## config.mk

```make
export PLATFORM = sky130hd
export DESIGN_NAME = tomasulo_issue_dispatch_writeback_core
export DESIGN_NICKNAME = d
export VERILOG_FILES = /design/src/design/tid_pkg.sv /design/src/design/tomasulo_issue_dispatch_writeback_core.sv /design/src/design/tid_alu.sv
export SDC_FILE = /design/constraint.sdc
export NUM_CORES = 2
export LEC_CHECK = 0
export ABC_AREA = 0
export CAP_MARGIN = 20
export CELL_PAD_IN_SITES_DETAIL_PLACEMENT = 2
export CELL_PAD_IN_SITES_GLOBAL_PLACEMENT = 2
export CORE_MARGIN = 5
export CORE_UTILIZATION = 46
export CTS_CLUSTER_DIAMETER = 60
export DETAILED_ROUTE_END_ITERATION = 12
export DONT_BUFFER_PORTS = 1
export PLACE_DENSITY_LB_ADDON = 0.25
export SLEW_MARGIN = 20
export SYNTH_ARGS = -nofsm -noshare
export SYNTH_HDL_FRONTEND = slang
export SYNTH_SLANG_ARGS = --single-unit
export TNS_END_PERCENT = 1
```

## constraint.sdc

```tcl
create_clock -name clk_i -period 19.7 [get_ports clk_i]
set_input_delay 0.985 -clock clk_i [delete_from_list [all_inputs] [get_ports clk_i]]
set_output_delay 0.985 -clock clk_i [all_outputs]
set_load 0.005 [all_outputs]
```

## src/design/tid_pkg.sv

```systemverilog
// Shared types and constants for the Tomasulo issue/dispatch/write-back core.
// No dependencies.
package tid_pkg;

  localparam int unsigned ADD_STATIONS = 3;
  localparam int unsigned MUL_STATIONS = 2;
  localparam int unsigned NUM_REGS     = 8;
  localparam int unsigned DATA_WIDTH   = 32;
  localparam int unsigned NUM_CFG      = 8;
  localparam int unsigned LAT_W        = 8;
  localparam int unsigned SEQ_W        = 16;

  typedef enum logic [2:0] {
    OP_ADD  = 3'd0,
    OP_SUB  = 3'd1,
    OP_ADDI = 3'd2,
    OP_SUBI = 3'd3,
    OP_MUL  = 3'd4,
    OP_DIV  = 3'd5,
    OP_MULI = 3'd6,
    OP_DIVI = 3'd7
  } op_e;

  typedef enum logic [2:0] {
    ST_IDLE,
    ST_DISP,
    ST_SEL,
    ST_CALC,
    ST_BCAST,
    ST_DEC,
    ST_OUT
  } state_e;

  typedef struct packed {
    logic               operation;
    logic               issue_valid;
    logic [2:0]         opcode;
    logic [2:0]         dest_reg;
    logic [2:0]         src1_reg;
    logic [15:0]        src2_or_imm;
    logic signed [31:0] preload_value;
  } in_item_t;

  typedef struct packed {
    logic               issue_accepted;
    logic [15:0]        issued_seq;
    logic               add_dispatch_valid;
    logic [15:0]        add_dispatch_seq;
    logic               mul_dispatch_valid;
    logic [15:0]        mul_dispatch_seq;
    logic               wb_valid;
    logic [15:0]        wb_seq;
    logic [2:0]         wb_dest;
    logic signed [31:0] wb_value;
    logic               div_by_zero;
    logic               all_idle;
  } out_item_t;

  typedef struct packed {
    logic start;
    logic div;
  } alu_req_t;

  typedef struct packed {
    logic done;
    logic dz;
  } alu_rsp_t;

endpackage

```

## src/design/tomasulo_issue_dispatch_writeback_core.sv

```systemverilog
// Top level: Tomasulo scheduler tick sequencer, stations, alias table, register file.
// Depends on tid_pkg and tid_alu.
//
// Usage: one input item is one scheduler tick (or a register preload). An item is
// taken when in_valid_i is high and in_stall_o low; in_stall_o stays high until the
// result item of that tick has been taken on the output channel.
// Steps: a tick passes through accept, dispatch, select, calculate (a multiply or
// divide write-back only, in the shared multiply/divide unit), broadcast (write-back
// only), decrement and output; a preload goes from accept straight to output. No new
// item is taken before the result item of the last one has been taken.
// The result is held in registers while out_stall_i is high; nothing else moves but cfg_we_i writes.
// Reset clears stations, alias table, register file, units, the sequence counter and
// sets every latency register to its smallest non-zero value. cfg_we_i writes a latency register by index.
module tomasulo_issue_dispatch_writeback_core import tid_pkg::*; #(
  parameter int unsigned AddStations = ADD_STATIONS,
  parameter int unsigned MulStations = MUL_STATIONS,
  parameter int unsigned NumRegs     = NUM_REGS,
  parameter int unsigned DataWidth   = DATA_WIDTH
) (
  input  logic             clk_i,
  input  logic             rst_ni,
  input  logic             in_valid_i,
  output logic             in_stall_o,
  input  in_item_t         in_i,
  output logic             out_valid_o,
  input  logic             out_stall_i,
  output out_item_t        out_o,
  input  logic             cfg_we_i,
  input  logic [2:0]       cfg_idx_i,
  input  logic [LAT_W-1:0] cfg_data_i
);

  localparam int unsigned Nst = AddStations + MulStations;
  localparam int unsigned Sw  = $clog2(Nst);
  localparam int unsigned Rw  = (NumRegs > 1) ? $clog2(NumRegs) : 1;
  localparam int unsigned Dw  = DataWidth;

  state_e state_q, state_d;

  logic [LAT_W-1:0] lat_q [NUM_CFG];

  logic             st_busy_q  [Nst];
  logic [2:0]       st_op_q    [Nst];
  logic [SEQ_W-1:0] st_seq_q   [Nst];
  logic [Rw-1:0]    st_dest_q  [Nst];
  logic [Dw-1:0]    st_va_q    [Nst];
  logic [Dw-1:0]    st_vb_q    [Nst];
  logic             st_ra_q    [Nst];
  logic             st_rb_q    [Nst];
  logic [Sw-1:0]    st_ta_q    [Nst];
  logic [Sw-1:0]    st_tb_q    [Nst];

  logic             al_wait_q [NumRegs];
  logic [Sw-1:0]    al_tag_q  [NumRegs];
  logic [Dw-1:0]    rf_q      [NumRegs];

  logic             u_busy_q [2];
  logic [Sw-1:0]    u_st_q   [2];
  logic [LAT_W-1:0] u_cd_q   [2];

  logic [SEQ_W-1:0] seq_cnt_q;
  logic             issued_q;
  logic [SEQ_W-1:0] iseq_q;
  logic             wb_u_q;
  logic [Sw-1:0]    wb_st_q;
  logic [Dw-1:0]    res_q;
  logic             dz_q;
  out_item_t        out_q;

  logic             idle_w;
  logic             accept_w;
  logic [Rw-1:0]    dest_w, src1_w, src2_w;
  logic             free_found;
  logic [Sw-1:0]    free_s;
  logic             imm_w;
  logic signed [63:0] pl_ext;
  logic [63:0]      imm_ext;
  logic             pick_ok [2];
  logic [Sw-1:0]    pick_s  [2];
  logic             wb_hit;
  logic             wb_u;
  logic [Sw-1:0]    wb_st;
  logic [Dw-1:0]    addsub_w;
  logic [Rw-1:0]    wb_d;
  logic signed [63:0] res_ext;
  alu_req_t         alu_req;
  alu_rsp_t         alu_rsp;
  logic [Dw-1:0]    alu_res;

  function automatic logic [LAT_W-1:0] lat_of(input logic [LAT_W-1:0] v);
    lat_of = (v == '0) ? LAT_W'(1) : v;
  endfunction

  function automatic logic older(input logic [SEQ_W-1:0] a, input logic [SEQ_W-1:0] b);
    logic [SEQ_W-1:0] d;
    d = a - b;
    older = d[SEQ_W-1];
  endfunction

  assign accept_w = in_valid_i && !in_stall_o;
  assign dest_w   = Rw'(32'(in_i.dest_reg) % NumRegs);
  assign src1_w   = Rw'(32'(in_i.src1_reg) % NumRegs);
  assign src2_w   = Rw'(32'(in_i.src2_or_imm) % NumRegs);
  assign imm_w    = in_i.opcode inside {OP_ADDI, OP_SUBI, OP_MULI, OP_DIVI};
  assign pl_ext   = 64'(in_i.preload_value);
  assign imm_ext  = 64'(in_i.src2_or_imm);

  always_comb begin
    idle_w = !u_busy_q[0] && !u_busy_q[1];
    for (int s = 0; s < Nst; s++) begin
      if (st_busy_q[s]) idle_w = 1'b0;
    end
  end

  always_comb begin
    int lo, hi;
    lo = (in_i.opcode[2]) ? AddStations : 0;
    hi = (in_i.opcode[2]) ? Nst : AddStations;
    free_found = 1'b0;
    free_s     = '0;
    for (int s = 0; s < Nst; s++) begin
      if (s >= lo && s < hi && !st_busy_q[s] && !free_found) begin
        free_found = 1'b1;
        free_s     = Sw'(s);
      end
    end
  end

  always_comb begin
    for (int u = 0; u < 2; u++) begin
      pick_ok[u] = 1'b0;
      pick_s[u]  = '0;
      for (int s = 0; s < Nst; s++) begin
        if (((u == 0) ? (s < AddStations) : (s >= AddStations)) && st_busy_q[s] &&
            st_ra_q[s] && st_rb_q[s] && !(issued_q && st_seq_q[s] == iseq_q) &&
            (!pick_ok[u] || older(st_seq_q[s], st_seq_q[pick_s[u]]))) begin
          pick_ok[u] = 1'b1;
          pick_s[u]  = Sw'(s);
        end
      end
    end
  end

  always_comb begin
    wb_hit = 1'b0;
    wb_u   = 1'b0;
    if (u_busy_q[0] && u_cd_q[0] == '0) begin
      wb_hit = 1'b1;
    end else if (u_busy_q[1] && u_cd_q[1] == '0) begin
      wb_hit = 1'b1;
      wb_u   = 1'b1;
    end
    wb_st    = u_st_q[wb_u];
    addsub_w = st_op_q[wb_st][0] ? (st_va_q[wb_st] - st_vb_q[wb_st])
                                 : (st_va_q[wb_st] + st_vb_q[wb_st]);
    wb_d     = st_dest_q[wb_st_q];
    res_ext  = 64'($signed(res_q));
  end

  tid_alu #(.DataWidth(DataWidth)) u_alu (
    .clk_i (clk_i),
    .rst_ni(rst_ni),
    .req_i (alu_req),
    .a_i   (st_va_q[wb_st]),
    .b_i   (st_vb_q[wb_st]),
    .rsp_o (alu_rsp),
    .res_o (alu_res)
  );

  always_comb begin
    state_d = state_q;
    unique case (state_q)
      ST_IDLE:  if (accept_w) state_d = in_i.operation ? ST_OUT : ST_DISP;
      ST_DISP:  state_d = ST_SEL;
      ST_SEL: begin
        if (!wb_hit)                 state_d = ST_DEC;
        else if (st_op_q[wb_st][2])  state_d = ST_CALC;
        else                         state_d = ST_BCAST;
      end
      ST_CALC:  if (alu_rsp.done) state_d = ST_BCAST;
      ST_BCAST: state_d = ST_DEC;
      ST_DEC:   state_d = ST_OUT;
      ST_OUT:   if (!out_stall_i) state_d = ST_IDLE;
      default:  state_d = ST_IDLE;
    endcase
  end

  always_comb begin
    in_stall_o    = (state_q != ST_IDLE);
    out_valid_o   = (state_q == ST_OUT);
    out_o         = out_q;
    alu_req.start = (state_q == ST_SEL) && wb_hit && st_op_q[wb_st][2];
    alu_req.div   = st_op_q[wb_st][0];
  end

  always_ff @(posedge clk_i or negedge rst_ni) begin
    if (!rst_ni) begin
      state_q <= ST_IDLE;
    end else begin
      state_q <= state_d;
    end
  end

  always_ff @(posedge clk_i or negedge rst_ni) begin
    if (!rst_ni) begin
      for (int i = 0; i < NUM_CFG; i++) lat_q[i] <= LAT_W'(1);
      for (int s = 0; s < Nst; s++) st_busy_q[s] <= 1'b0;
      for (int r = 0; r < NumRegs; r++) begin
        al_wait_q[r] <= 1'b0;
        al_tag_q[r]  <= '0;
        rf_q[r]      <= '0;
      end
      for (int u = 0; u < 2; u++) begin
        u_busy_q[u] <= 1'b0;
        u_st_q[u]   <= '0;
        u_cd_q[u]   <= '0;
      end
      seq_cnt_q <= '0;
      issued_q  <= 1'b0;
      iseq_q    <= '0;
      wb_u_q    <= 1'b0;
      wb_st_q   <= '0;
      res_q     <= '0;
      dz_q      <= 1'b0;
      out_q     <= '0;
    end else begin
      if (cfg_we_i) lat_q[cfg_idx_i] <= cfg_data_i;
      case (state_q)
        ST_IDLE: begin
          if (accept_w) begin
            if (in_i.operation) begin
              if (idle_w) rf_q[dest_w] <= pl_ext[Dw-1:0];
              issued_q <= 1'b0;
              out_q    <= '{all_idle: idle_w, default: '0};
            end else if (in_i.issue_valid && free_found) begin
              st_busy_q[free_s] <= 1'b1;
              st_op_q[free_s]   <= in_i.opcode;
              st_seq_q[free_s]  <= seq_cnt_q;
              st_dest_q[free_s] <= dest_w;
              if (imm_w) begin
                st_vb_q[free_s] <= imm_ext[Dw-1:0];
                st_rb_q[free_s] <= 1'b1;
                st_tb_q[free_s] <= '0;
              end else begin
                st_vb_q[free_s] <= al_wait_q[src2_w] ? '0 : rf_q[src2_w];
                st_rb_q[free_s] <= !al_wait_q[src2_w];
                st_tb_q[free_s] <= al_wait_q[src2_w] ? al_tag_q[src2_w] : '0;
              end
              st_va_q[free_s] <= al_wait_q[src1_w] ? '0 : rf_q[src1_w];
              st_ra_q[free_s] <= !al_wait_q[src1_w];
              st_ta_q[free_s] <= al_wait_q[src1_w] ? al_tag_q[src1_w] : '0;
              al_wait_q[dest_w] <= 1'b1;
              al_tag_q[dest_w]  <= free_s;
              seq_cnt_q         <= seq_cnt_q + 1'b1;
              issued_q          <= 1'b1;
              iseq_q            <= seq_cnt_q;
              out_q <= '{issue_accepted: 1'b1, issued_seq: seq_cnt_q, default: '0};
            end else begin
              issued_q <= 1'b0;
              out_q    <= '0;
            end
          end
        end
        ST_DISP: begin
          for (int u = 0; u < 2; u++) begin
            if (!u_busy_q[u] && pick_ok[u]) begin
              u_busy_q[u] <= 1'b1;
              u_st_q[u]   <= pick_s[u];
              u_cd_q[u]   <= lat_of(lat_q[st_op_q[pick_s[u]]]) - 1'b1;
            end
          end
          if (!u_busy_q[0] && pick_ok[0]) begin
            out_q.add_dispatch_valid <= 1'b1;
            out_q.add_dispatch_seq   <= st_seq_q[pick_s[0]];
          end
          if (!u_busy_q[1] && pick_ok[1]) begin
            out_q.mul_dispatch_valid <= 1'b1;
            out_q.mul_dispatch_seq   <= st_seq_q[pick_s[1]];
          end
        end
        ST_SEL: begin
          wb_u_q  <= wb_u;
          wb_st_q <= wb_st;
          res_q   <= addsub_w;
          dz_q    <= 1'b0;
        end
        ST_CALC: begin
          if (alu_rsp.done) begin
            res_q <= alu_res;
            dz_q  <= alu_rsp.dz;
          end
        end
        ST_BCAST: begin
          if (al_wait_q[wb_d] && al_tag_q[wb_d] == wb_st_q) begin
            al_wait_q[wb_d] <= 1'b0;
            rf_q[wb_d]      <= res_q;
          end
          for (int s = 0; s < Nst; s++) begin
            if (st_busy_q[s] && !st_ra_q[s] && st_ta_q[s] == wb_st_q) begin
              st_ra_q[s] <= 1'b1;
              st_va_q[s] <= res_q;
            end
            if (st_busy_q[s] && !st_rb_q[s] && st_tb_q[s] == wb_st_q) begin
              st_rb_q[s] <= 1'b1;
              st_vb_q[s] <= res_q;
            end
          end
          st_busy_q[wb_st_q] <= 1'b0;
          u_busy_q[wb_u_q]   <= 1'b0;
          out_q.wb_valid    <= 1'b1;
          out_q.wb_seq      <= st_seq_q[wb_st_q];
          out_q.wb_dest     <= 3'(wb_d);
          out_q.wb_value    <= res_ext[31:0];
          out_q.div_by_zero <= dz_q;
        end
        ST_DEC: begin
          for (int u = 0; u < 2; u++) begin
            if (u_busy_q[u] && u_cd_q[u] != '0) u_cd_q[u] <= u_cd_q[u] - 1'b1;
          end
          out_q.all_idle <= idle_w;
        end
        default: ;
      endcase
    end
  end

endmodule

```

## src/design/tid_alu.sv

```systemverilog
// Shared iterative multiply / signed divide unit, one bit per cycle.
// Depends on tid_pkg.
module tid_alu import tid_pkg::*; #(
  parameter int unsigned DataWidth = DATA_WIDTH
) (
  input  logic                 clk_i,
  input  logic                 rst_ni,
  input  alu_req_t             req_i,
  input  logic [DataWidth-1:0] a_i,
  input  logic [DataWidth-1:0] b_i,
  output alu_rsp_t             rsp_o,
  output logic [DataWidth-1:0] res_o
);

  localparam int unsigned CntW = $clog2(DataWidth + 1);

  logic                 busy_q, div_q, neg_q, dz_q;
  logic [CntW-1:0]      cnt_q;
  logic [DataWidth:0]   acc_q;
  logic [DataWidth-1:0] x_q, y_q;
  logic [DataWidth:0]   rem_w;
  logic                 ge_w;
  logic [DataWidth-1:0] mag_a, mag_b;

  assign mag_a = a_i[DataWidth-1] ? (DataWidth'(0) - a_i) : a_i;
  assign mag_b = b_i[DataWidth-1] ? (DataWidth'(0) - b_i) : b_i;
  assign rem_w = {acc_q[DataWidth-1:0], y_q[DataWidth-1]};
  assign ge_w  = rem_w >= {1'b0, x_q};

  always_ff @(posedge clk_i or negedge rst_ni) begin
    if (!rst_ni) begin
      busy_q <= 1'b0;
      div_q  <= 1'b0;
      neg_q  <= 1'b0;
      dz_q   <= 1'b0;
      cnt_q  <= '0;
      acc_q  <= '0;
      x_q    <= '0;
      y_q    <= '0;
    end else if (req_i.start) begin
      busy_q <= 1'b1;
      div_q  <= req_i.div;
      acc_q  <= '0;
      if (req_i.div) begin
        dz_q  <= (b_i == '0);
        neg_q <= a_i[DataWidth-1] ^ b_i[DataWidth-1];
        x_q   <= mag_b;
        y_q   <= mag_a;
        cnt_q <= (b_i == '0) ? '0 : CntW'(DataWidth);
      end else begin
        dz_q  <= 1'b0;
        neg_q <= 1'b0;
        x_q   <= a_i;
        y_q   <= b_i;
        cnt_q <= CntW'(DataWidth);
      end
    end else if (busy_q) begin
      if (cnt_q == '0) begin
        busy_q <= 1'b0;
      end else begin
        cnt_q <= cnt_q - 1'b1;
        if (div_q) begin
          acc_q <= ge_w ? (rem_w - {1'b0, x_q}) : rem_w;
          y_q   <= {y_q[DataWidth-2:0], ge_w};
        end else begin
          if (y_q[0]) acc_q <= {1'b0, acc_q[DataWidth-1:0] + x_q};
          x_q <= {x_q[DataWidth-2:0], 1'b0};
          y_q <= {1'b0, y_q[DataWidth-1:1]};
        end
      end
    end
  end

  always_comb begin
    rsp_o.done = busy_q && (cnt_q == '0);
    rsp_o.dz   = dz_q;
    if (!div_q)     res_o = acc_q[DataWidth-1:0];
    else if (dz_q)  res_o = '0;
    else if (neg_q) res_o = DataWidth'(0) - y_q;
    else            res_o = y_q;
  end

endmodule
```

==> impl_metrics.xml <==
<?xml version="1.0" encoding="UTF-8"?>
<metrics>
  <group name="cts">
    <metric name="cts-htree-levels" unit="">4</metric>
    <metric name="num_clock_sinks" unit="">1320</metric>
    <metric name="cts_resized" unit="">0</metric>
    <metric name="postCtsSetupRepairBufs" unit="">0</metric>
    <metric name="tritoncts" unit="">done</metric>
    <metric name="clock_tree.buffer_depth" unit="">3</metric>
    <metric name="clock_insertion_delay_worst_skew" unit="ns">0.86</metric>
    <metric name="clk_root_buffer_cell" unit="">clkbuf_16</metric>
    <metric name="cts_inserted_buffers" unit="">159</metric>
    <metric name="clk_transition_reported_paths" unit="ns">0.07</metric>
  </group>
  <group name="power_and_ir_drop">
    <metric name="internal_power" unit="uW">6220</metric>
    <metric name="switching_share" unit="">0.393</metric>
    <metric name="power_frac_clock" unit="">0.304</metric>
    <metric name="seqPwrFrac" unit="">0.378</metric>
    <metric name="power_switching" unit="uW">4030</metric>
    <metric name="comb_power_share" unit="">0.319</metric>
    <metric name="p_leak" unit="uW">0.0342</metric>
    <metric name="ir_drop" unit="mV">0.103</metric>
    <metric name="design_power_total" unit="uW">10200</metric>
    <metric name="p_per_area" unit="mW/mm^2">123</metric>
  </group>
  <group name="global_route">
    <metric name="grt_max_degree" unit="">655</metric>
    <metric name="vias_in_the_first_global_route" unit="">71900</metric>
    <metric name="groute.usage.overall" unit="">0.383</metric>
    <metric name="grt_pass1_wl" unit="um">497000</metric>
    <metric name="grt_overflow" unit="">0</metric>
    <metric name="antenna_found_initial" unit="">18</metric>
  </group>
  <group name="final_layout">
    <metric name="syn2layout_area_growth" unit="%">10.8</metric>
    <metric name="commonest_non_fill_non_tap_cell_in_the_layout" unit="">nand2_1</metric>
    <metric name="mostFrequentLayoutCells" unit="">nand2_1, nor2_1, dfrtp_1, edfxtp_1, a21oi_1</metric>
    <metric name="layout-drive-gt1-share" unit="">0.138</metric>
    <metric name="final_nets" unit="">7456</metric>
  </group>
  <group name="setup_path">
    <metric name="most_prevalent_standard_cell_on_the_critical_path" unit="">a21oi_1</metric>
    <metric name="crit_path_end_kind" unit="">flip-flop</metric>
    <metric name="worst-setup-path-type" unit="">reg2reg</metric>
    <metric name="rr_startpoint" unit="">iseq_q[5]</metric>
    <metric name="critical_path.max_stage_delay" unit="ns">0.80</metric>
    <metric name="cp_data_arrival_time" unit="ns">9.29</metric>
    <metric name="cp_slowest_cell" unit="">a21oi_4</metric>
    <metric name="crit_required" unit="ns">20.41</metric>
    <metric name="critical_path_launch_point" unit="">iseq_q[5]</metric>
    <metric name="critical_path.max_fanout" unit="">38</metric>
    <metric name="crit_path_start_kind" unit="">flip-flop</metric>
  </group>
  <group name="synth">
    <metric name="sequential_to_total_area_share_from_yosys_stat" unit="">0.481</metric>
    <metric name="yosysUniqueCellTypes" unit="">103</metric>
    <metric name="synth-async-reset-ratio" unit="">0.502</metric>
    <metric name="ys.flop_type" unit="">dfrtp_1</metric>
    <metric name="synth-seq-cells" unit="">1320</metric>
    <metric name="warnings_synthesis" unit="">0</metric>
    <metric name="syn-instance-count" unit="">7328</metric>
    <metric name="syn_area" unit="mm^2">0.0754</metric>
    <metric name="synth_area_leaders" unit="">edfxtp_1, dfrtp_1, mux4_2</metric>
    <metric name="synth.top_cell.area_share" unit="">0.258</metric>
    <metric name="netlist.top_cell.by_area" unit="">edfxtp_1</metric>
    <metric name="synth_enable_flop_cells" unit="">648</metric>
    <metric name="syn_avg_cell_area" unit="um^2">10.3</metric>
  </group>
  <group name="floorplanning">
    <metric name="fp.dieArea" unit="mm^2">0.172</metric>
    <metric name="placementRows" unit="">148</metric>
    <metric name="floorplan.initialDensity" unit="">0.463</metric>
    <metric name="core_area" unit="mm^2">0.163</metric>
    <metric name="fp.dieH" unit="um">415</metric>
    <metric name="die_x_extent" unit="um">415</metric>
    <metric name="num_io_pins" unit="">182</metric>
  </group>
  <group name="timing">
    <metric name="rsz0062_at_grt" unit="">false</metric>
    <metric name="tightest_slew" unit="ns">1.25</metric>
    <metric name="fin_setup_tns" unit="ns">0</metric>
    <metric name="finalHoldViolCount" unit="">0</metric>
    <metric name="final_min_period_over_clock_period" unit="">0.435</metric>
    <metric name="worst_clock_skew" unit="ns">0.0537</metric>
    <metric name="max_slew_violation_total_from_the_final_report" unit="">0</metric>
    <metric name="slew_headroom" unit="">0.162</metric>
    <metric name="report.final.setup_viol" unit="">0</metric>
    <metric name="clock.fmax" unit="MHz">117</metric>
    <metric name="min_period" unit="ns">8.58</metric>
  </group>
  <group name="placement">
    <metric name="port_buffers" unit="">0</metric>
    <metric name="hpwl" unit="um">204000</metric>
    <metric name="gp_congestion" unit="">0.893</metric>
  </group>
  <group name="detailed_routing">
    <metric name="detailroute.via_count" unit="">66300</metric>
    <metric name="post-route-drc-count" unit="">0</metric>
    <metric name="drt-pass1-iter-count" unit="">6</metric>
    <metric name="routedWlPerCell" unit="um">35.7</metric>
    <metric name="drt_first_iter_violations" unit="">8326</metric>
    <metric name="routed_wirelength" unit="um">341000</metric>
    <metric name="ant_nets" unit="">0</metric>
    <metric name="vias_per_cell" unit="">6.94</metric>
  </group>
  <group name="run">
    <metric name="max_cap_viol_count" unit="">0</metric>
  </group>
  <group name="outcome">
    <metric name="outcome" unit="">finished, final reports clean</metric>
  </group>
  <group name="hold_path">
    <metric name="hold_path_class" unit="">in2async</metric>
  </group>
</metrics>
==> power groups by stage <==
stage | registers (uW) | clock network [uW] | logic [uW]
after global placement | 3790 | 0 | 2830
after CTS | 3830 | 3120 | 3180
after floorplan | 3600 | 0 | 2090
final | 3870 | 3110 | 3270
after global routing | 3880 | 3240 | 3430
after detailed placement | 3840 | 0 | 3020
==> Yosys cell counts, types with 154 or more instances <==
cell type,instances
nand2_1,856
nor2_1,777
dfrtp_1,654
edfxtp_1,648
a21oi_1,458
clkbuf_1,420
o21ai_0,371
a22oi_1,328
mux2_2,268
nand3_1,264
mux4_2,219
mux2i_1,200
xnor2_1,174
a21o_1,172
inv_1,154
==> state kept, by name, summed over array words and instances (netlist names), 6 cells and up <==
| name | flops |
|---|---|
| out_o | 104 |
| st_tb_q | 15 |
| st_seq_q | 128 |
| rf_q | 256 |
| lat_q | 64 |
| st_vb_q | 220 |
| u_alu.y_q | 32 |
| u_alu.acc_q | 32 |
| st_dest_q | 15 |
| al_wait_q | 8 |
| res_q | 32 |
| iseq_q | 16 |
| st_ta_q | 15 |
| al_tag_q | 24 |
| u_alu.x_q | 32 |
| st_va_q | 240 |
| u_alu.cnt_q | 6 |
| u_cd_q | 16 |
| seq_cnt_q | 16 |
| st_op_q | 15 |
==> stage by stage <==
step | util | hold slack (ns) | cell area, um^2 | setup WS [ns] | std cells
2_1_floorplan | - | 0.439 | 76100 | 12.80 | 7515
3_3_place_gp | 0.479 | 0.475 | 77900 | 11.59 | 9237
3_5_place_dp | 0.479 | 0.496 | 77900 | 11.27 | 9237
4_1_cts | 0.512 | 0.199 | 83300 | 11.19 | 9536
5_1_grt | 0.513 | 0.0527 | 83500 | 10.80 | 9545
6_report | 0.513 | 0.0412 | 83500 | 11.12 | 9550
==> area by class of cell <==
type | instances | area (um^2)
Multi-Input combinational cell | 5444 | 37400
Antenna cell | 7 | 17.5
Timing Repair Buffer | 154 | 1300
Clock inverter | 57 | 638
Sequential cell | 1320 | 36200
Inverter | 155 | 582
Fill cell | 16100 | 79300
Clock buffer | 238 | 4650
Tap cell | 2175 | 2720
==> routing by layer <==
layer	track usage	vias up	wire (um)
li1	-	26400	-
met1	0.485	34300	129000
met2	0.620	4351	160000
met3	0.0892	1240	33900
met4	0.188	10	18100
met5	0	-	64
==> worst max-delay path: cells and delay by family (launching register included) <==
family	cells	cell delay, ns
buffers and inverters	2	0.32
xor gates and xnor gates	2	0.48
AOI/OAI and AO/OA	11	2.81
adders and majority gates	2	0.54
DFF	1	0.54
and+or+nand+nor	8	2.12
muxes	3	1.60
==> what timing repair did <==
action                                  in CTS  in global routing
endpoints found under the setup margin       0                  0
endpoints found under the hold margin      654                  0
hold buffers                                 4                  0
==> path summary, 6_finish.rpt <==
kind                                    to  slack (ns)  cells past startpoint
max                             u_cd_q[14]       11.12                     28
min                             out_o[101]        0.04                      1
max reg2reg                     u_cd_q[14]       11.12                     28
min reg2reg                    u_busy_q[0]        0.48                      1
max in group asynchronous        res_q[13]       17.65                      4
min in group clk_i         st_dest_q[0][0]        0.24                      0
==> cells by family after synthesis <==
| group | after synthesis | share of synthesized area |
|---|---|---|
| other | 1 | 0.0000497 |
| AO/OA/AOI/OAI | 1786 | 0.151 |
| buffers and inverters | 751 | 0.0390 |
| multiplexers | 689 | 0.132 |
| flip-flops | 1320 | 0.481 |
| XOR/XNOR | 324 | 0.0376 |
| AND/OR/NAND/NOR | 2310 | 0.135 |
| adder cells (fa/ha/maj) | 147 | 0.0247 |
No activity file was read; power rests on OpenSTA's default activity.
